## config.mk

```make
export PLATFORM = sky130hd
export DESIGN_NAME = matching_cycle_type_core
export DESIGN_NICKNAME = d
export VERILOG_FILES = /design/src/mct_pkg.sv /design/src/mct_ram.sv /design/src/mct_out_stage.sv /design/src/matching_cycle_type_core.sv
export SDC_FILE = /design/constraint.sdc
export NUM_CORES = 1
export LEC_CHECK = 0
export ABC_AREA = 1
export BUFFER_PORTS_ARGS = -buffer_cell sky130_fd_sc_hd__buf_2
export CAP_MARGIN = 25
export CELL_PAD_IN_SITES_DETAIL_PLACEMENT = 1
export CELL_PAD_IN_SITES_GLOBAL_PLACEMENT = 2
export CORE_MARGIN = 2
export CORE_UTILIZATION = 45
export CTS_CLUSTER_SIZE = 25
export DETAILED_ROUTE_END_ITERATION = 7
export GPL_TIMING_DRIVEN = 0
export HOLD_SLACK_MARGIN = 0.15
export PLACE_DENSITY_LB_ADDON = 0.05
export SLEW_MARGIN = 20
export SYNTH_ARGS = -nofsm -noshare
export SYNTH_HDL_FRONTEND = slang
export SYNTH_SLANG_ARGS = --single-unit
```

## constraint.sdc

```tcl
create_clock -name clk -period 10.18 [get_ports clk]
set_input_delay 0.509 -clock clk [delete_from_list [all_inputs] [get_ports clk]]
set_output_delay 0.509 -clock clk [all_outputs]
set_load 0.01 [all_outputs]
```

## src/mct_pkg.sv

```systemverilog
package mct_pkg;

    localparam int INDEX_W   = 5;
    localparam int MAX_RANK  = 32;
    localparam int SCAN_W    = $clog2(MAX_RANK + 1);
    localparam int LEN_W     = $clog2(MAX_RANK + 1);
    localparam int SIZE_BINS = 17;
    localparam int BIN_W     = $clog2(SIZE_BINS);
    localparam int HIST_W    = 5;
    localparam int HIST_MAX  = 31;
    localparam int MAX_OUT   = 16;
    localparam int COUNT_W   = $clog2(MAX_OUT + 1);
    localparam int SIZE_W    = 5;
    localparam int DEG_W     = 2;

    typedef logic [INDEX_W-1:0] idx_t;
    typedef logic [DEG_W-1:0]   deg_t;

    localparam deg_t DEG_NONE = 2'd0;
    localparam deg_t DEG_ONE  = 2'd1;
    localparam deg_t DEG_TWO  = 2'd2;
    localparam deg_t DEG_MANY = 2'd3;

    typedef struct packed {
        logic [SIZE_W-1:0] loop_size;
        logic              result_last;
        logic              error;
    } result_t;

endpackage

```

## src/mct_ram.sv

```systemverilog
module mct_ram #(
    parameter int WIDTH = 8,
    parameter int DEPTH = 32
) (
    input  logic                     clk,
    input  logic                     we,
    input  logic [$clog2(DEPTH)-1:0] waddr,
    input  logic [WIDTH-1:0]         wdata,
    input  logic [$clog2(DEPTH)-1:0] raddr,
    output logic [WIDTH-1:0]         rdata
);

    logic [WIDTH-1:0] mem [DEPTH];

    always_ff @(posedge clk)
    begin
        if (we)
        begin
            mem[waddr] <= wdata;
        end
        rdata <= mem[raddr];
    end

endmodule

```

## src/mct_out_stage.sv

```systemverilog
module mct_out_stage
    import mct_pkg::*;
(
    input  logic              clk,
    input  logic              rst_n,
    input  logic              load,
    input  result_t           res,
    output logic              slot_free,
    input  logic              out_ready,
    output logic              out_valid,
    output logic [SIZE_W-1:0] loop_size,
    output logic              result_last,
    output logic              error
);

    logic    valid_reg;
    result_t res_reg;

    // a held result leaves on the same edge a new one arrives
    assign slot_free = !valid_reg || out_ready;

    always_ff @(posedge clk or negedge rst_n)
    begin
        if (!rst_n)
        begin
            valid_reg <= 1'b0;
        end
        else if (load)
        begin
            valid_reg <= 1'b1;
        end
        else if (out_ready)
        begin
            valid_reg <= 1'b0;
        end
    end

    always_ff @(posedge clk)
    begin
        if (load)
        begin
            res_reg <= res;
        end
    end

    assign out_valid   = valid_reg;
    assign loop_size   = res_reg.loop_size;
    assign result_last = res_reg.result_last;
    assign error       = res_reg.error;

endmodule

```

## src/matching_cycle_type_core.sv

```systemverilog
// channel | handshake            | fields
// --------+----------------------+----------------------------------
// input   | in_valid / in_ready  | index_a, index_b, input_last
// output  | out_valid / out_ready| loop_size, result_last, error
//
// a pair: accept, then attach each end; a valid end with under two
// neighbours gets a neighbour-store write. last pair: degree sweep, then a
// scan that walks each cycle found, emission per bin and result, a clear.
// in_ready drops while a pair is attached and, on the last, until the set is
// done; a waiting result sits in an output register and stalls only emission.
// reset clears degrees, marks and histogram; the neighbour stores need none.
module matching_cycle_type_core
    import mct_pkg::*;
(
    input  logic              clk,
    input  logic              rst_n,
    input  logic              in_valid,
    output logic              in_ready,
    input  logic [INDEX_W-1:0] index_a,
    input  logic [INDEX_W-1:0] index_b,
    input  logic              input_last,
    output logic              out_valid,
    input  logic              out_ready,
    output logic [SIZE_W-1:0] loop_size,
    output logic              result_last,
    output logic              error
);

    typedef enum logic [3:0] {
        ST_IDLE,
        ST_ATT_A,
        ST_ATT_B,
        ST_CHECK,
        ST_SCAN,
        ST_WALK_RD,
        ST_WALK_WT,
        ST_EMIT,
        ST_ERR,
        ST_CLEAR
    } state_t;

    state_t                   state_reg, state_next;
    idx_t                     a_reg, a_next;
    idx_t                     b_reg, b_next;
    logic                     last_reg, last_next;
    logic                     pair_bad_reg, pair_bad_next;
    logic                     bad_reg, bad_next;
    logic [SCAN_W-1:0]        scan_reg, scan_next;
    idx_t                     cur_reg, cur_next;
    logic [LEN_W-1:0]         len_reg, len_next;
    logic [COUNT_W-1:0]       total_reg, total_next;
    logic [COUNT_W-1:0]       sent_reg, sent_next;
    logic [BIN_W-1:0]         bin_reg, bin_next;
    logic [HIST_W-1:0]        cnt_reg, cnt_next;
    deg_t                     deg_reg [MAX_RANK];
    deg_t                     deg_next [MAX_RANK];
    logic [MAX_RANK-1:0]      vis_reg, vis_next;
    logic [HIST_W-1:0]        hist_reg [SIZE_BINS];
    logic [HIST_W-1:0]        hist_next [SIZE_BINS];

    logic                     we_one, we_two;
    idx_t                     waddr, wdata;
    idx_t                     n1, n2;
    logic                     load;
    result_t                  res;
    logic                     slot_free;

    idx_t                     scan_idx;
    idx_t                     att_v;
    logic [LEN_W-1:0]         half_w;
    logic [BIN_W-1:0]         half_bin;
    logic [BIN_W-1:0]         hist_addr;
    logic [HIST_W-1:0]        hist_rd;
    logic                     n1_ok, n2_ok;

    assign in_ready = (state_reg == ST_IDLE);
    assign scan_idx = scan_reg[INDEX_W-1:0];
    assign att_v    = (state_reg == ST_ATT_A) ? a_reg : b_reg;

    // neighbour stores: at most one write per pair end, one read per walk step
    assign waddr  = att_v;
    assign wdata  = (state_reg == ST_ATT_A) ? b_reg : a_reg;
    assign we_one = ((state_reg == ST_ATT_A) || (state_reg == ST_ATT_B)) && !pair_bad_reg
                    && (deg_reg[att_v] == DEG_NONE);
    assign we_two = ((state_reg == ST_ATT_A) || (state_reg == ST_ATT_B)) && !pair_bad_reg
                    && (deg_reg[att_v] == DEG_ONE);

    mct_ram #(.WIDTH(INDEX_W), .DEPTH(MAX_RANK)) u_ram_one (
        .clk   (clk),
        .we    (we_one),
        .waddr (waddr),
        .wdata (wdata),
        .raddr (cur_reg),
        .rdata (n1)
    );

    mct_ram #(.WIDTH(INDEX_W), .DEPTH(MAX_RANK)) u_ram_two (
        .clk   (clk),
        .we    (we_two),
        .waddr (waddr),
        .wdata (wdata),
        .raddr (cur_reg),
        .rdata (n2)
    );

    mct_out_stage u_out (
        .clk         (clk),
        .rst_n       (rst_n),
        .load        (load),
        .res         (res),
        .slot_free   (slot_free),
        .out_ready   (out_ready),
        .out_valid   (out_valid),
        .loop_size   (loop_size),
        .result_last (result_last),
        .error       (error)
    );

    // half the walk length, capped at the top bin
    assign half_w   = len_reg >> 1;
    assign half_bin = (half_w >= LEN_W'(SIZE_BINS - 1)) ? BIN_W'(SIZE_BINS - 1)
                                                       : half_w[BIN_W-1:0];
    assign hist_addr = (state_reg == ST_EMIT) ? bin_reg : half_bin;
    assign hist_rd   = hist_reg[hist_addr];

    assign n1_ok = ({1'b0, n1} < (INDEX_W+1)'(MAX_RANK)) && !vis_reg[n1];
    assign n2_ok = ({1'b0, n2} < (INDEX_W+1)'(MAX_RANK)) && !vis_reg[n2];

    always_comb
    begin
        state_next    = state_reg;
        a_next        = a_reg;
        b_next        = b_reg;
        last_next     = last_reg;
        pair_bad_next = pair_bad_reg;
        bad_next      = bad_reg;
        scan_next     = scan_reg;
        cur_next      = cur_reg;
        len_next      = len_reg;
        total_next    = total_reg;
        sent_next     = sent_reg;
        bin_next      = bin_reg;
        cnt_next      = cnt_reg;
        deg_next      = deg_reg;
        vis_next      = vis_reg;
        hist_next     = hist_reg;
        load          = 1'b0;
        res           = '0;

        unique case (state_reg)
            ST_IDLE:
            begin
                if (in_valid)
                begin
                    a_next        = index_a;
                    b_next        = index_b;
                    last_next     = input_last;
                    pair_bad_next = ({1'b0, index_a} >= (INDEX_W+1)'(MAX_RANK))
                                    || ({1'b0, index_b} >= (INDEX_W+1)'(MAX_RANK))
                                    || (index_a == index_b);
                    state_next    = ST_ATT_A;
                end
            end
            ST_ATT_A:
            begin
                if (pair_bad_reg)
                begin
                    bad_next = 1'b1;
                end
                else if (deg_reg[a_reg] != DEG_MANY)
                begin
                    deg_next[a_reg] = deg_reg[a_reg] + DEG_ONE;
                end
                state_next = ST_ATT_B;
            end
            ST_ATT_B:
            begin
                if (!pair_bad_reg && (deg_reg[b_reg] != DEG_MANY))
                begin
                    deg_next[b_reg] = deg_reg[b_reg] + DEG_ONE;
                end
                scan_next  = '0;
                state_next = last_reg ? ST_CHECK : ST_IDLE;
            end
            ST_CHECK:
            begin
                if (scan_reg == SCAN_W'(MAX_RANK))
                begin
                    scan_next  = '0;
                    total_next = '0;
                    state_next = bad_reg ? ST_ERR : ST_SCAN;
                end
                else
                begin
                    if ((deg_reg[scan_idx] == DEG_ONE) || (deg_reg[scan_idx] == DEG_MANY))
                    begin
                        bad_next = 1'b1;
                    end
                    scan_next = scan_reg + SCAN_W'(1);
                end
            end
            ST_SCAN:
            begin
                if (scan_reg == SCAN_W'(MAX_RANK))
                begin
                    bin_next   = '0;
                    cnt_next   = '0;
                    sent_next  = '0;
                    state_next = (total_reg == '0) ? ST_ERR : ST_EMIT;
                end
                else if ((deg_reg[scan_idx] == DEG_TWO) && !vis_reg[scan_idx])
                begin
                    cur_next   = scan_idx;
                    len_next   = '0;
                    state_next = ST_WALK_RD;
                end
                else
                begin
                    scan_next = scan_reg + SCAN_W'(1);
                end
            end
            ST_WALK_RD:
            begin
                vis_next[cur_reg] = 1'b1;
                len_next          = len_reg + LEN_W'(1);
                state_next        = ST_WALK_WT;
            end
            ST_WALK_WT:
            begin
                priority if (n1_ok)
                begin
                    cur_next   = n1;
                    state_next = ST_WALK_RD;
                end
                else if (n2_ok)
                begin
                    cur_next   = n2;
                    state_next = ST_WALK_RD;
                end
                else
                begin
                    if (hist_rd != HIST_W'(HIST_MAX))
                    begin
                        hist_next[half_bin] = hist_rd + HIST_W'(1);
                    end
                    if (total_reg != COUNT_W'(MAX_OUT))
                    begin
                        total_next = total_reg + COUNT_W'(1);
                    end
                    state_next = ST_SCAN;
                end
            end
            ST_EMIT:
            begin
                if (hist_rd == cnt_reg)
                begin
                    // bin exhausted, move on
                    if (bin_reg == BIN_W'(SIZE_BINS - 1))
                    begin
                        state_next = ST_CLEAR;
                    end
                    else
                    begin
                        bin_next = bin_reg + BIN_W'(1);
                        cnt_next = '0;
                    end
                end
                else if (slot_free)
                begin
                    load            = 1'b1;
                    res.loop_size   = SIZE_W'(bin_reg);
                    res.result_last = (sent_reg + COUNT_W'(1)) == total_reg;
                    res.error       = 1'b0;
                    cnt_next        = cnt_reg + HIST_W'(1);
                    sent_next       = sent_reg + COUNT_W'(1);
                    if ((sent_reg + COUNT_W'(1)) == total_reg)
                    begin
                        state_next = ST_CLEAR;
                    end
                end
            end
            ST_ERR:
            begin
                if (slot_free)
                begin
                    load            = 1'b1;
                    res.loop_size   = '0;
                    res.result_last = 1'b1;
                    res.error       = 1'b1;
                    state_next      = ST_CLEAR;
                end
            end
            ST_CLEAR:
            begin
                bad_next   = 1'b0;
                total_next = '0;
                vis_next   = '0;
                for (int i = 0; i < MAX_RANK; i++)
                begin
                    deg_next[i] = DEG_NONE;
                end
                for (int j = 0; j < SIZE_BINS; j++)
                begin
                    hist_next[j] = '0;
                end
                state_next = ST_IDLE;
            end
            default:
            begin
                state_next = ST_IDLE;
            end
        endcase
    end

    always_ff @(posedge clk or negedge rst_n)
    begin
        if (!rst_n)
        begin
            state_reg <= ST_IDLE;
            bad_reg   <= 1'b0;
            total_reg <= '0;
            vis_reg   <= '0;
            for (int i = 0; i < MAX_RANK; i++)
            begin
                deg_reg[i] <= DEG_NONE;
            end
            for (int j = 0; j < SIZE_BINS; j++)
            begin
                hist_reg[j] <= '0;
            end
        end
        else
        begin
            state_reg <= state_next;
            bad_reg   <= bad_next;
            total_reg <= total_next;
            vis_reg   <= vis_next;
            deg_reg   <= deg_next;
            hist_reg  <= hist_next;
        end
    end

    always_ff @(posedge clk)
    begin
        a_reg        <= a_next;
        b_reg        <= b_next;
        last_reg     <= last_next;
        pair_bad_reg <= pair_bad_next;
        scan_reg     <= scan_next;
        cur_reg      <= cur_next;
        len_reg      <= len_next;
        sent_reg     <= sent_next;
        bin_reg      <= bin_next;
        cnt_reg      <= cnt_next;
    end

endmodule
```

[Word level (Yosys, flattened, before mapping)]
Memory sizes are Yosys's and may differ from the RTL's. A register that Yosys moved wholly into a read port is not among the register bits.
Index checks and enable logic that the tools add are counted.
Storage, ports and cells
  bits in writable memories: 320
  output and inout port bits: 9
  register bits: 243
  memories: 2
  bits of input ports: 15
Memory list
  u_ram_one.mem: depth 32, width 5, rd ports 1, clocked after Yosys merged registers in 1, wr ports 1, RTL line mct_ram.sv:13  | logic [WIDTH-1:0] mem [DEPTH];
  u_ram_two.mem: depth 32, width 5, rd ports 1, clocked after Yosys merged registers in 1, wr ports 1, RTL line mct_ram.sv:13
Cells by class
  muxes and demuxes: 104
  bitwise gates (word level): 7
  equal/unequal tests: 49
  reductions and logical operators: 40
  magnitude comparators: 15
  add/subtract/negate cells: 9
Operators with widths (number)
  2-to-1 mux 85 bit: 3
  2-to-1 mux 64 bit: 3
  case mux 64 bit (3 select lines): 1
  case mux 85 bit (2 select lines): 1
  bitwise mux 64 bit: 2
  2-to-1 mux 5 bit: 22
  bitwise mux 85 bit: 1
  case mux 32 bit (2 select lines): 1
  2-to-1 mux 4 bit: 11
  binary-select mux 2 bit (select 5 bit): 4
  inequality test 2 bit, second input constant: 20
  case mux 5 bit (2 select lines): 4
  >= comparator 6 bit, second input constant: 6
  inverter 5 -> 6 bit: 6
  case mux 4 bit (9 select lines): 1
  bitwise OR 32 bit: 1
  2-to-1 mux 6 bit: 5
  AND reduction 4 bit: 7
  adder 5 x 1 -> 5 bit, second input constant: 5
  binary-select mux 5 bit (select 5 bit): 1
  demux 5 bit (select 5 bit): 1
  less-than comparator 5 x 6 -> 1 bit, second input constant: 4
  2-to-1 mux 2 bit: 12
  demux 2 bit (select 5 bit): 2
  41 further kinds: 100

[Logic depth before layout (Yosys ltp)]
Gate-level depths: netlist of the first run.
  depth after elaboration: 13
  mapped depth: 26
  depth with buffers taken out: 23

[Hierarchy]
A second synthesis of the first run with hierarchy kept.
Second synthesis, totals
  cell total of the unflattened synthesis: 3461
  area, all modules: 29625.9 µm²
By module, submodules not included
  matching_cycle_type_core: area each 15772.6 µm², instances 1, sequential area each 6100.9 µm², cells each 2259
  mct_ram at u_ram_one: area each 6801.5 µm², instances 1, sequential area each 4904.7 µm², cells each 595
  mct_ram at u_ram_two: area each 6796.5 µm², instances 1, sequential area each 4904.7 µm², cells each 595
  mct_out_stage: area each 255.2 µm², instances 1, sequential area each 235.2 µm², cells each 12

[Least setup slack after synthesis of the first run]
No wires, ideal clock.
  path kind: register -> register
  start point: register state_reg[3]
  end point: memory u_ram_one.mem[0][0] (netlist name) (data pin)
  data required time: 9.478 ns
  setup time: 0.702 ns
  slack: 5.883 ns
  clock period less this slack: 4.297 ns
  stages on the path, launching flop included: 6
  arrival time: 3.596 ns
  cell sequence: dfrtp_1 > nor2_4 > nand3_2 > buf_6 > clkbuf_1 > o21ai_0
Between the ends
  cells in the longest elaborated chain, start to end: 2
RTL lines
  start, declared: RTL line matching_cycle_type_core.sv:42  | state_t state_reg, state_next;
  start signal, assigned: RTL line matching_cycle_type_core.sv:334  | state_reg <= state_next;
  equality test 4 x 1 -> 1 bit: RTL line matching_cycle_type_core.sv:82  | assign wdata = (state_reg == ST_ATT_A) ? b_reg : a_reg;
  2-to-1 mux 5 bit: RTL line matching_cycle_type_core.sv:82
  named net u_ram_one.wdata[0]: RTL line mct_ram.sv:8  | input logic [WIDTH-1:0] wdata,
  end, declared: RTL line mct_ram.sv:13
The timed path passes the listed nets, and every way through them passes these cells.

[Final worst setup path of the first run]
  start point: register b_reg[0]
  end point: register deg_reg[53] (netlist name)
Between the ends
  cells in the longest elaborated chain, start to end: 8
RTL lines
  start, declared: RTL line matching_cycle_type_core.sv:44  | idx_t b_reg, b_next;
  start signal, assigned: RTL line matching_cycle_type_core.sv:346  | b_reg <= b_next;
  inverter 5 -> 6 bit (implied by the code) (*): RTL line matching_cycle_type_core.sv:178, matching_cycle_type_core.sv:180
  binary-select mux 2 bit (select 5 bit), or another cell as far along: RTL line matching_cycle_type_core.sv:178, matching_cycle_type_core.sv:180
  2-to-1 mux 2 bit (implied by the code) or logical AND 1 bit (tied branches): RTL line matching_cycle_type_core.sv:178, matching_cycle_type_core.sv:180
  2-to-1 mux 2 bit, on equally long branches: RTL line matching_cycle_type_core.sv:178, matching_cycle_type_core.sv:180
  adder 2 x 1 -> 2 bit, or another cell as far along: RTL line matching_cycle_type_core.sv:180  | deg_next[b_reg] = deg_reg[b_reg] + DEG_ONE;
  bitwise mux 64 bit or logical AND 1 bit (tied branches): RTL line matching_cycle_type_core.sv:180, matching_cycle_type_core.sv:178
  2-to-1 mux 64 bit or inequality test 2 x 1 -> 1 bit (tied branches)
  case mux 64 bit (3 select lines) or AND reduction 4 bit (tied branches)
  end signal, assigned: RTL line matching_cycle_type_core.sv:338  | deg_reg <= deg_next;
  end, declared: RTL line matching_cycle_type_core.sv:55  | deg_t deg_reg [MAX_RANK];
Every way passes the cells marked *; elsewhere a longest branch is shown, timed or not. The select of a mux whose other input is x is not followed.
A chain may end at the register's enable or synchronous reset.

==> impl_results.md, run 1 <==
* Status: complete, no violations
* Starting Density at 0.455
* Wire per inst at 29.3 um
* Worst Slack Setup Final at between 4 and 5 ns
* Synth area leaders: edfxtp_1 39%, dfrtp_1 17%, o21ai_0 6.0%, nand2_1 5.9%, a22oi_1 4.8%
* Post-CTS Resized at 0
* Place WS at 4.67 ns
* Input/output buffers at 23
* CP max stage cell: clkbuf_1
* Initial antenna violation count at 2
* Clock Skew at 0.0317 ns
* Layout cells sized above 1 at 0.0885
* Later-pin clock latency in the skew report at 0.67 ns
* Post-Syn Nets at between 3,000 and 4,000
* Most frequent cells in the layout: 451 x nand2_1, 371 x edfxtp_1, 339 x o21ai_0, 274 x inv_1, 213 x nor2_1
* CTS buffer count at 61
* Vias in the first global route at approximately 26,000
* Distinct cells, synth at 63
* Crit path arrival time at approximately 6.4 ns
* Min-delay worst type: primary input to register
* DR vias/cell at 6.33
* Bufs on Longest Clock Path at 3
* Synth Instances at 3,008
* Max-cap violations at 0
* Top FF cell, synth: edfxtp_1
* Synth top area share at 0.389
* DRT antenna net count at 0
* RSZ-0062 raised after global routing: false
* Ant diodes at 0
* Final weighted congestion in routability-driven placement at 1.01
* Total GRT Usage at 0.356
* # IOs at 24
* Critical-path cell list: inv_1 > nor2_1 > inv_1 > clkbuf_1 > clkbuf_1 > o22ai_1 > o21ai_0 > nand4_1 > or2_2 > ha_1 > clkinv_1 > clkbuf_1 > o32ai_1 > a22o_1
* Worst Tran Pin Value at 1.15 ns
* #FFs+latches synth at roughly 570
* Nature of the critical path endpoint: register
* Setup TNS Final at 0 ns
* Fmax at 171 MHz
* P per Cell Area at 271 mW/mm^2
* Top delay family on crit path: buffers and inverters
* Most common cell after layout, fill and taps aside: nand2_1
* Row count at 92
* Layout area overhead at 13.6%
* Reg-to-reg slack, setup at 4.34 ns
* Setup violations, final at 0
* Yosys warns at 0
* Initial detailed-routing violation count at 2,831
* Post-synth ARST share at 0.335
* Crit start category: register
* Pins over their slew limit at 0
* Die Ht at 256 um
* Part of the Yosys area used for sequential elements at 0.564
* Crit path kind: register to register
* Worst vdd ir at 0.000199 V
* Synth Area per Inst at between 9 and 10 um^2
* First-pass GRT wire length at 174,000 um
* Clk sinks at 573
* CTS H-tree lvls at 2
* Crit share post-route at 0.574
* EDFF count, synth at 371
* CP most frequent cell: clkbuf_1
* Largest net degree at the start of global routing at 82
* DRT Pass-1 Iters at 5
* Die area at 0.0657 mm^2
* CP Data Required Time at roughly 11 ns
* Post-CTS Hold Buffers at 12
* CP bufs+invs at 6
* Global route overflow at 0
* Die Wd at approximately 260 um
* Core area at 0.0630 mm^2
* Worst path max stage delay at 0.73 ns
* Static Leak at 0.0120 uW
* # Post-CTS Setup Buffers at 0
* Cell area after synthesis at 0.0286 mm^2
* Largest area contributor in the netlist: edfxtp_1
* Max FO, Critical Path at 10
* Root buffer cell: clkbuf_16
* Max transition margin at 0.217
* Clock tree from TritonCTS: yes
* Final hold violation count at 0
* Clk slew on worst S/H paths at approximately 0.060 ns
* Min Clock Period, post-route at 5.84 ns
* Placed wire-length estimate at 85,300 um
* Via count at 25,400
* Final wirelength at around 120,000 um
* DRC viols at 0
* Final net count at 3,152
[final cells by class]
cell class	count	area (um^2)
clock inverter	43	510
sequential	573	16100
fill	7129	30400
timing repair buffer	53	622
inverter	287	1080
buffer	166	761
tap	846	1060
clock buffer	72	1620
multi-input combinational	1982	10700
[synth_stat cells, drive strengths merged, types with 7 or more instances]
master,count
a21boi,9
a21oi,176
a221oi,9
a22o,30
a22oi,182
a31oi,8
buf,48
clkbuf,118
dfrtp,192
dfxtp,10
edfxtp,371
ha,13
inv,284
nand2,467
nand3,200
nand4,19
nor2,224
nor3,99
o21ai,364
o221ai,21
o22ai,70
o311ai,12
o32ai,18
or2,7
xor2,11
[metrics by stage]
stage	std cells	util	total power [uW]	hold WS (ns)	cell area, um^2
after CTS	4021	0.517	8710	0.159	32500
after global routing	4022	0.517	9090	0.179	32500
final	4022	0.517	8800	0.184	32500
after detailed placement	3894	0.481	6330	0.417	30300
after global placement	3877	0.474	6130	0.467	29800
after floorplan	3008	-	4870	0.213	28600
[metal layers]
layer  part of all wire  track usage  vias to the layer above
li1                   -            -                    11000
met1               0.40        0.468                    12900
met2               0.46        0.571                     1225
met3              0.085       0.0717                      311
met4              0.048        0.157                        4
met5            0.00025            0                        -
[cells by family after synthesis]
logic type / synth area share
flip-flops: 0.564
buffers and inverters: 0.0642
adder cells (fa/ha/maj): 0.00568
AND/OR/NAND/NOR: 0.162
AO/OA/AOI/OAI: 0.198
XOR/XNOR: 0.00546
multiplexers: 0.00105
[power breakdown]
| group | internal [uW] | leakage (uW) | switching (uW) |
|---|---|---|---|
| logic | 766 | 0.00493 | 2490 |
| registers | 2940 | 0.00608 | 213 |
| clock network | 1370 | 0.00102 | 1030 |
| total | 5080 | 0.0120 | 3730 |
[worst paths after layout]
check                            startpoint              end  depth (start not counted)
min in group asynchronous             rst_n     hist_reg[62]                          2
worst max-delay path               b_reg[0]      deg_reg[53]                         14
worst max register to register     b_reg[0]      deg_reg[53]                         14
worst min-delay path              out_ready  u_out.out_valid                          4
worst min register to register  deg_reg[58]      deg_reg[58]                          2
max in group asynchronous             rst_n      deg_reg[35]                          3
[tightest hold or removal path: cells and delay by family]
kind	cells	cell delay, ns
buffers and inverters	2	0.17
AND/OR/NAND/NOR	2	0.12
Note: power is estimated with default switching activity, not from simulation.
==> run 2: changes to the inputs <==
--- a/config.mk
+++ b/config.mk
@@ -11,7 +11,7 @@
 export CELL_PAD_IN_SITES_DETAIL_PLACEMENT = 1
 export CELL_PAD_IN_SITES_GLOBAL_PLACEMENT = 2
 export CORE_MARGIN = 2
-export CORE_UTILIZATION = 45
+export CORE_UTILIZATION = 38
 export CTS_CLUSTER_SIZE = 25
 export DETAILED_ROUTE_END_ITERATION = 7
 export GPL_TIMING_DRIVEN = 0
==> constraint.sdc (replaced) <==
create_clock -name clk -period 5.08 [get_ports clk]
set_input_delay 0.254 -clock clk [delete_from_list [all_inputs] [get_ports clk]]
set_output_delay 0.254 -clock clk [all_outputs]
set_load 0.01 [all_outputs]
==> run 2 against run 1 <==
Against the previous run:
- sequential share of layout area down 0.55 points
- global-route usage is 4.7 points lower
- utilization fell by 7.6 points
- combinational power increased by 100%
- final cell count up 3.4%
- clock skew is 0.0093 ns higher
- non-clock buffer count grew 1
- hold slack gained 0.084 ns
- via count is 1.1% lower
==> impl_results.md, run 2 (same netlist as run 1, synthesis figures left out) <==
* Clk sinks at 573 (unchanged)
* # IOs at 24 (unchanged)
* Total power at 17,900 uW (+100%)
* Crit path arrival time at 5.35 ns (-1.08 ns)
* Initial antenna violation count at 2 (unchanged)
* Pins over their slew limit at 0 (unchanged)
* CP Data Required Time at 5.59 ns (-5.17 ns)
* CTS H-tree lvls at 3 (+1)
* Crit path kind: register to register
* Clock tree from TritonCTS: yes
* Setup TNS Final at 0 ns (unchanged)
* Clock Skew at 0.0410 ns (+0.00932 ns)
* Static Leak at 0.0121 uW (+0.88%)
* Area occupied by multi-input gates at 0.0108 mm^2 (+0.30%)
* Via count at 25,200 (-1.1%)
* Min Clock Period, post-route at 4.84 ns (-1.00 ns)
* Fin util at 0.441 (-0.0755)
* P per Cell Area at 544 mW/mm^2 (+100%)
* FILL cells at 8,393 (+18%)
* Initial detailed-routing violation count at 2,408 (-15%)
* GRT met3 Usage at 0.0486 (-0.0231)
* DR vias/cell at 6.05 (-4.3%)
* Reg area at 0.0161 mm^2 (about the same)
* Clk slew on worst S/H paths at 0.06 ns (about the same)
* Wire per inst at 29.0 um (-1.2%)
* CTS buffer count at 68 (+11%)
* Layout cells sized above 1 at 0.0928 (+0.00437)
* DRT antenna net count at 0 (unchanged)
* Final hold violation count at 0 (unchanged)
* Crit share post-route at 0.954 (+0.379)
* Most frequent cells in the layout: 450 x nand2_1, 371 x edfxtp_1, 338 x o21ai_0, 273 x inv_1, 212 x nor2_1
* Max FO, Critical Path at 13 (+3)
* Min-delay worst type: primary input to asynchronous set/reset pin
* Crit start category: register
* RSZ-0062 raised after global routing: false
* Worst Tran Pin Value at 1.17 ns (+0.0240 ns)
* Max-cap violations at 0 (unchanged)
* Setup violations, final at 0 (unchanged)
* Core area at 0.0746 mm^2 (+18%)
* GRT busiest layer: met2
* Place WS at -0.612 ns (-5.28 ns)
* Global route overflow at 0 (unchanged)
* Placed wire-length estimate at 88,500 um (+3.8%)
* Bufs on Longest Clock Path at 3 (unchanged)
* Met1 global-route usage at 0.419 (-0.0495)
* Die Wd at 279 um (+8.7%)
* Max transition margin at 0.215 (-0.00227)
* Final net count at 3,160 (+0.25%)
* Final weighted congestion in routability-driven placement at 0.991 (-2.0%)
* Final wirelength at 121,000 um (+2.2%)
* Worst Slack Setup Final at 0.236 ns (-4.10 ns)
* Starting Density at 0.384 (-0.0708)
* Largest net degree at the start of global routing at 91 (+11%)
* Later-pin clock latency in the skew report at 0.65 ns (-0.02 ns)
* DRT Pass-1 Iters at 5 (unchanged)
* Worst vdd ir at 0.000438 V (+120%)
* Die area at 0.0776 mm^2 (+18%)
* First-pass GRT wire length at 176,000 um (+1.6%)
* Nature of the critical path endpoint: register
* Fmax at 206 MHz (+21%)
* Vias in the first global route at 26,100 (-1.4%)
* Most common cell after layout, fill and taps aside: nand2_1
* Root buffer cell: clkbuf_16
* DRC viols at 0 (unchanged)
* Input/output buffers at 23 (unchanged)
* Layout area overhead at 14.9%
* Met2 Use GR at 0.504 (-0.0672)
* Total GRT Usage at 0.308 (-0.0472)
* Row count at 100 (+8.7%)
* Status: complete, no violations
* Die Ht at 279 um (+8.7%)
run 2: worst paths after layout:
path / from / end / slack, ns / cells after the start
max in group asynchronous: rst_n / state_reg[0] / 3.49 / 3
max reg2reg: b_reg[0] / deg_reg[45] / 0.24 / 14
min in group clk: index_a[1] / a_reg[1] / 0.33 / 2
min: rst_n / hist_reg[68] / 0.27 / 3
max: b_reg[0] / deg_reg[45] / 0.24 / 14
min reg2reg: deg_reg[2] / deg_reg[2] / 0.49 / 2
run 2: metrics by stage:
step | instance area (um^2) | hold WS, ns | cells
after global placement | 30000 | 0.449 | 4000
final | 32900 | 0.268 | 4158
after global routing | 32900 | 0.307 | 4157
after CTS | 32900 | 0.275 | 4155
after floorplan | 28600 | -0.0416 | 3008
after detailed placement | 30400 | 0.0980 | 4015
run 2: layout make-up:
| cell class | count | area share |
|---|---|---|
| Timing Repair Buffer | 56 | 0.0194 |
| Clock inverter | 39 | 0.0140 |
| Sequential cell | 573 | 0.491 |
| Clock buffer | 87 | 0.0551 |
| Tap cell | 969 | 0.0368 |
| Multi-Input combinational cell | 1982 | 0.328 |
| Buffer | 164 | 0.0234 |
| Antenna cell | 1 | 0.0000761 |
| Inverter | 287 | 0.0329 |
run 2: critical path: stages (launching register included):
cell,delay (ns)
edfxtp_1,0.44
inv_1,0.17
nor2_1,0.48
clkinvlp_4,0.58
o22ai_1,0.26
o21ai_0,0.11
nand2_1,0.15
a221oi_1,0.08
nand2_1,0.29
clkbuf_2,0.36
ha_1,0.43
clkinv_2,0.28
clkbuf_1,0.57
o32ai_1,0.21
a22o_1,0.27
run 2: layer usage:
layer | wire [um] | vias to the layer above
met5 | 13 | -
met4 | 4340 | 2
met3 | 7790 | 225
met2 | 55600 | 1004
met1 | 52800 | 12900
li1 | - | 11100
run 2: timing repair:
| action | 4_1_cts | 5_1_grt |
|---|---|---|
| resized for setup | 9 | 18 |
| setup buffers | 0 | 1 |
| setup endpoints to repair | 101 | 108 |
| hold endpoints to repair | 119 | 0 |
| hold buffers | 15 | 0 |
run 2: power by group:
part,leakage (uW),internal (uW),switching [uW]
clock network,0.00109,2800,2170
logic,0.00496,1540,5040
registers,0.00608,5900,448
